$ cat src/rtl/vnoc_div.sv
// ----------------------------------------------------------------------------
// vnoc_div
// Pipelined restoring divider: |p| * 2^SH / z, one quotient bit per stage.
// ----------------------------------------------------------------------------
`default_nettype none

module vnoc_div #(
    parameter int QW = 50,
    parameter int SH = 34
) (
    input  wire logic              i_clk,
    input  wire logic [15:0]       i_z,
    input  wire logic signed [15:0] i_p,
    output logic      [QW-1:0]     o_q,
    output logic                   o_neg
);

    logic [15:0]   w_mag;
    logic [16:0]   r_rem [QW];
    logic [QW-1:0] r_q   [QW];
    logic [15:0]   r_m   [QW];
    logic          r_s   [QW];

    assign w_mag = i_p[15] ? 16'(~i_p + 16'sd1) : i_p;

    for (genvar gi = 0; gi < QW; gi++) begin : g_st
        logic [16:0]   w_rin;
        logic [QW-1:0] w_qin;
        logic [15:0]   w_min;
        logic          w_sin;
        logic [16:0]   w_t;
        logic          w_ge;

        if (gi == 0) begin : g_first
            assign w_rin = '0;
            assign w_qin = '0;
            assign w_min = w_mag;
            assign w_sin = i_p[15];
        end else begin : g_next
            assign w_rin = r_rem[gi-1];
            assign w_qin = r_q[gi-1];
            assign w_min = r_m[gi-1];
            assign w_sin = r_s[gi-1];
        end

        assign w_t  = {w_rin[15:0], w_min[15]};
        assign w_ge = (w_t >= {1'b0, i_z});

        always_ff @(posedge i_clk) begin
            r_rem[gi] <= w_ge ? (w_t - {1'b0, i_z}) : w_t;
            r_q[gi]   <= {w_qin[QW-2:0], w_ge};
            r_m[gi]   <= {w_min[14:0], 1'b0};
            r_s[gi]   <= w_sin;
        end
    end

    assign o_q   = r_q[QW-1];
    assign o_neg = r_s[QW-1];

    localparam int NUM_BITS = 16 + SH;
    if (NUM_BITS != QW) begin : g_bad_width
        $error("vnoc_div: QW must equal 16 + SH");
    end

endmodule

`default_nettype wire

$ cat config.mk
export PLATFORM = sky130hd
export DESIGN_NAME = vnoc_div
export DESIGN_NICKNAME = d
export VERILOG_FILES = /design/src/rtl/vnoc_div.sv
export SDC_FILE = /design/constraint.sdc
export NUM_CORES = 2
export LEC_CHECK = 0
export ABC_AREA = 1
export BUFFER_PORTS_ARGS = -buffer_cell sky130_fd_sc_hd__buf_2
export CORE_ASPECT_RATIO = 0.8
export CORE_MARGIN = 2
export CORE_UTILIZATION = 50
export DETAILED_ROUTE_END_ITERATION = 8
export GPL_TIMING_DRIVEN = 0
export PLACE_DENSITY_LB_ADDON = 0.15
export RECOVER_POWER = 25
export SYNTH_ARGS = -nofsm -noshare
export SYNTH_HDL_FRONTEND = slang
export SYNTH_MEMORY_MAX_BITS = 65536
export SYNTH_SLANG_ARGS = --single-unit
$ cat constraint.sdc
create_clock -name i_clk -period 3.1 [get_ports i_clk]
set_clock_uncertainty 0.2 [all_clocks]
set_input_delay 0 -clock i_clk [delete_from_list [all_inputs] [get_ports i_clk]]
set_output_delay 0 -clock i_clk [all_outputs]
set_load 0.01 [all_outputs]
==> metrics.md <==
| Metric | Value |
|---|---|
| Outcome | completed |
| Initial antenna violation count | 10 |
| Most common cell in the netlist | nand2_1 |
| CP startpoint kind | primary input |
| Cts bufs inserted | 219 |
| CP Buf/Inv Count | 6 |
| CP max-delay cell | dlygate4sd3_1 |
| Peak VDD IR | 0.0006529 V |
| Post-synth EDFFs | 0 |
| Finished layout cell area | approximately 0.12 mm² |
| Crit path kind | in2reg |
| Final count of hold timing violations | 0 |
| Vias per inst | 4.951 |
| Mapped cell area | between 0.1 and 0.15 mm² |
| Wire per inst | 15.39 µm |
| Synth Instances | between 10,000 and 15,000 |
| Placed cells | 17,200 |
| Nets | 15,530 |
| CP max FO | 38 |
| Die area | 0.2157 mm² |
| Vias in the first global route | approximately 80,000 |
| Clk_lat worst skew | just under 0.9 ns |
| I/O pins | 84 |
| Via count | 87,490 |
| GRT Total Usage | 24.74% |
| # DRC | 0 |
| Worst hold path type | in2reg |
| Number of synthesized register bits | 2,229 |
| R2R setup slack | slightly below 0.7 ns |
| Max-cap violations | 0 |
| Register area share after synthesis | 42.10% |
| Drt first pass iters | 6 |
| Tightest Pin Transition | 1.270 ns |
| PortBufs | 83 |
| Synth top area share | between 40 and 50% |
| Critical path endpoint category | flop |
| Worst path max stage delay | 0.54 ns |
| CTS tree | yes |
| Area contributors post-synth | dfxtp_1 42%, nand2_1 19%, ha_1 9.3% |
| Post-synth top cells | 5,246 x nand2_1, 2,229 x dfxtp_1, 1,976 x inv_1 |
| Async SR Flop Fraction | 0% |
| CP required | 3.66 ns |
| Crit path time final | 2.886 ns |
| Layout cells sized above 1 | around 8% |
| DRT iter0 DRCs | 7,563 |
| GR Overflow Total | 0 |
| Fin cells | 17,670 |
| Largest net degree at the start of global routing | 39 |
| H-tree depth | 4 |
| Total power | between 100 and 150 mW |
| CP delay by family, top | buffers and inverters |
| Netlist cell types | 44 |
| Slew HR | between 10% and 20% |
| First-pass GRT wire length | 430,100 µm |
| Setup violators final | 0 |
| Slew Limit Fails | 0 |
| Clk sinks | around 2,200 |
| GPL Wtd Cong | between 0.9 and 1 |
| Core area | 0.2112 mm² |
| Antenna Violating Nets Remaining | 0 |
| Pwr dens | 1068 mW/mm² |
| CTS Buffer Depth | 4 |
| Period Utilization, post-route | 93.11% |
| Top FF cell, synth | dfxtp_1 |
| Fmax | 346.4 MHz |
| Clk pin slew, worst setup/hold paths | 0.06 ns |
| Hold WS | 0.01229 ns |
| # rows | 151 |
| Starting Density | between 50% and 60% |
| Die Y | 415.8 µm |
| Synth Warn # | 0 |
| Area added between synthesis and finish | 12.20% |
| Die X | roughly 520 µm |
| Placed inst area | 0.1105 mm² |
| Worst EP arrival | 3.45 ns |
| CP cell instances | dlygate4sd3_1 -> buf_6 -> buf_16 -> inv_6 -> buf_16 -> ha_1 -> ha_1 -> nand4_1 -> nor3_2 -> nor2_4 -> buf_2 -> a21oi_1 |
| Clock Tree Root | clkbuf_16 |
| Utilization after layout | 56.30% |
| Static Leakage | 63.62 nW |
| Mapped Nets | roughly 15,000 |
| Final WL | 271,900 µm |
| Setup repair after global routing missed its margin | no |
| Avg Cell Area, Syn | 7.430 µm² |
| HPWL after DPL | 196,400 µm |
| Area leader, netlist | dfxtp_1 |
## worst reg2reg max path: stages, from the launching register on
cell	delay [ns]
dfxtp_1	0.42
ha_1	0.35
a21oi_1	0.26
nor2_1	0.06
nor2_1	0.09
nand2_1	0.10
nor2_4	0.23
nand2_4	0.13
buf_6	0.17
nand3_1	0.14
nand2_1	0.12
## kinds of logic (layout without fill, tap and decap cells)
logic type	count (synthesis)	after routing	share of synthesized area [%]
AO/OA/AOI/OAI	535	535	2.562
XOR/XNOR	325	325	2.686
adder cells (fa/ha/maj)	834	834	10.19
buffers and inverters	2196	2770	8.388
flip-flops	2229	2229	42.10
other	0	3	0
AND/OR/NAND/NOR	8146	8146	34.08
## stage by stage
step                worst slack [ns]  TNS [ns]
floorplan                     0.2277         0
global placement              -5.100  -3987.72
detailed placement            -1.374   -558.30
CTS                         0.007522         0
global route                 0.04605         0
finish                        0.2135         0
## path summary, 6_finish.rpt
path | from | to | cells past startpoint
setup / recovery | i_z[1] | r_rem[2][102] | 12
hold / removal | i_p[6] | r_rem[0][0] | 7
setup reg to reg | r_rem[1][132] | r_rem[1][149] | 10
hold reg to reg | r_q[11][0] | r_q[12][1] | 0
## routing by layer
| layer | wire length [µm] | share of wire, % | GRT usage [%] | vias up |
|---|---|---|---|---|
| met5 | 30 | 0.011 | 0 | - |
| met4 | 6986 | 2.6 | 6.388 | 4 |
| met3 | 22450 | 8.3 | 4.604 | 403 |
| met2 | 109100 | 40 | 36.28 | 2597 |
| met1 | 133300 | 49 | 36.95 | 38940 |
| li1 | - | - | - | 45540 |
## area by class of cell
| class | instances | area [µm²] |
|---|---|---|
| diodes | 3 | 7.507 |
| plain buffers | 189 | 1360 |
| clock buffers | 274 | 6040 |
| clock inverters | 124 | 1558 |
| fillers | 20340 | 92310 |
| inverters | 2006 | 7575 |
| multi-input cells | 9840 | 52480 |
| flip-flops and latches | 2229 | 44620 |
| well taps | 2830 | 3541 |
| repair buffers | 177 | 1727 |
## what timing repair did
action	CTS	global route
resized for setup	2	3
hold buffers	74	0
setup buffers	0	0
setup endpoints to repair	337	15
endpoints found under the hold margin	293	0
## cells in the final DEF, fill, tap and decap left out, types with 28 or more instances in the layout
cell / instances
nand2_1: 5246
dfxtp_1: 2229
inv_1: 1961
nand3_1: 1209
ha_1: 786
nor2_1: 623
a21oi_1: 462
clkbuf_16: 221
xor2_1: 219
nand4_1: 217
nor3_1: 159
buf_2: 158
nand3b_1: 154
xnor2_1: 106
nand3_2: 93
nand2_4: 74
dlygate4sd3_1: 71
nand2_2: 69
or2_2: 61
nor2_2: 56
o21ai_0: 53
buf_6: 49
fa_1: 48
and2_1: 37
clkbuf_2: 34
nor2_4: 33
nor3_2: 32
clkbuf_8: 31
inv_6: 29
inv_2: 29
clkinv_2: 28
## state kept, by name, indices dropped and copies added (netlist names)
signal,cells
r_m,120
r_rem,784
r_s,50
r_q,1275
## power breakdown
group,total [mW],internal (mW),switching [mW]
Sequential,43.3,38.7,4.56
Combinational,56.1,19.9,36.2
Clock,27.6,16.1,11.5
Power figures use the tool's default switching activity.
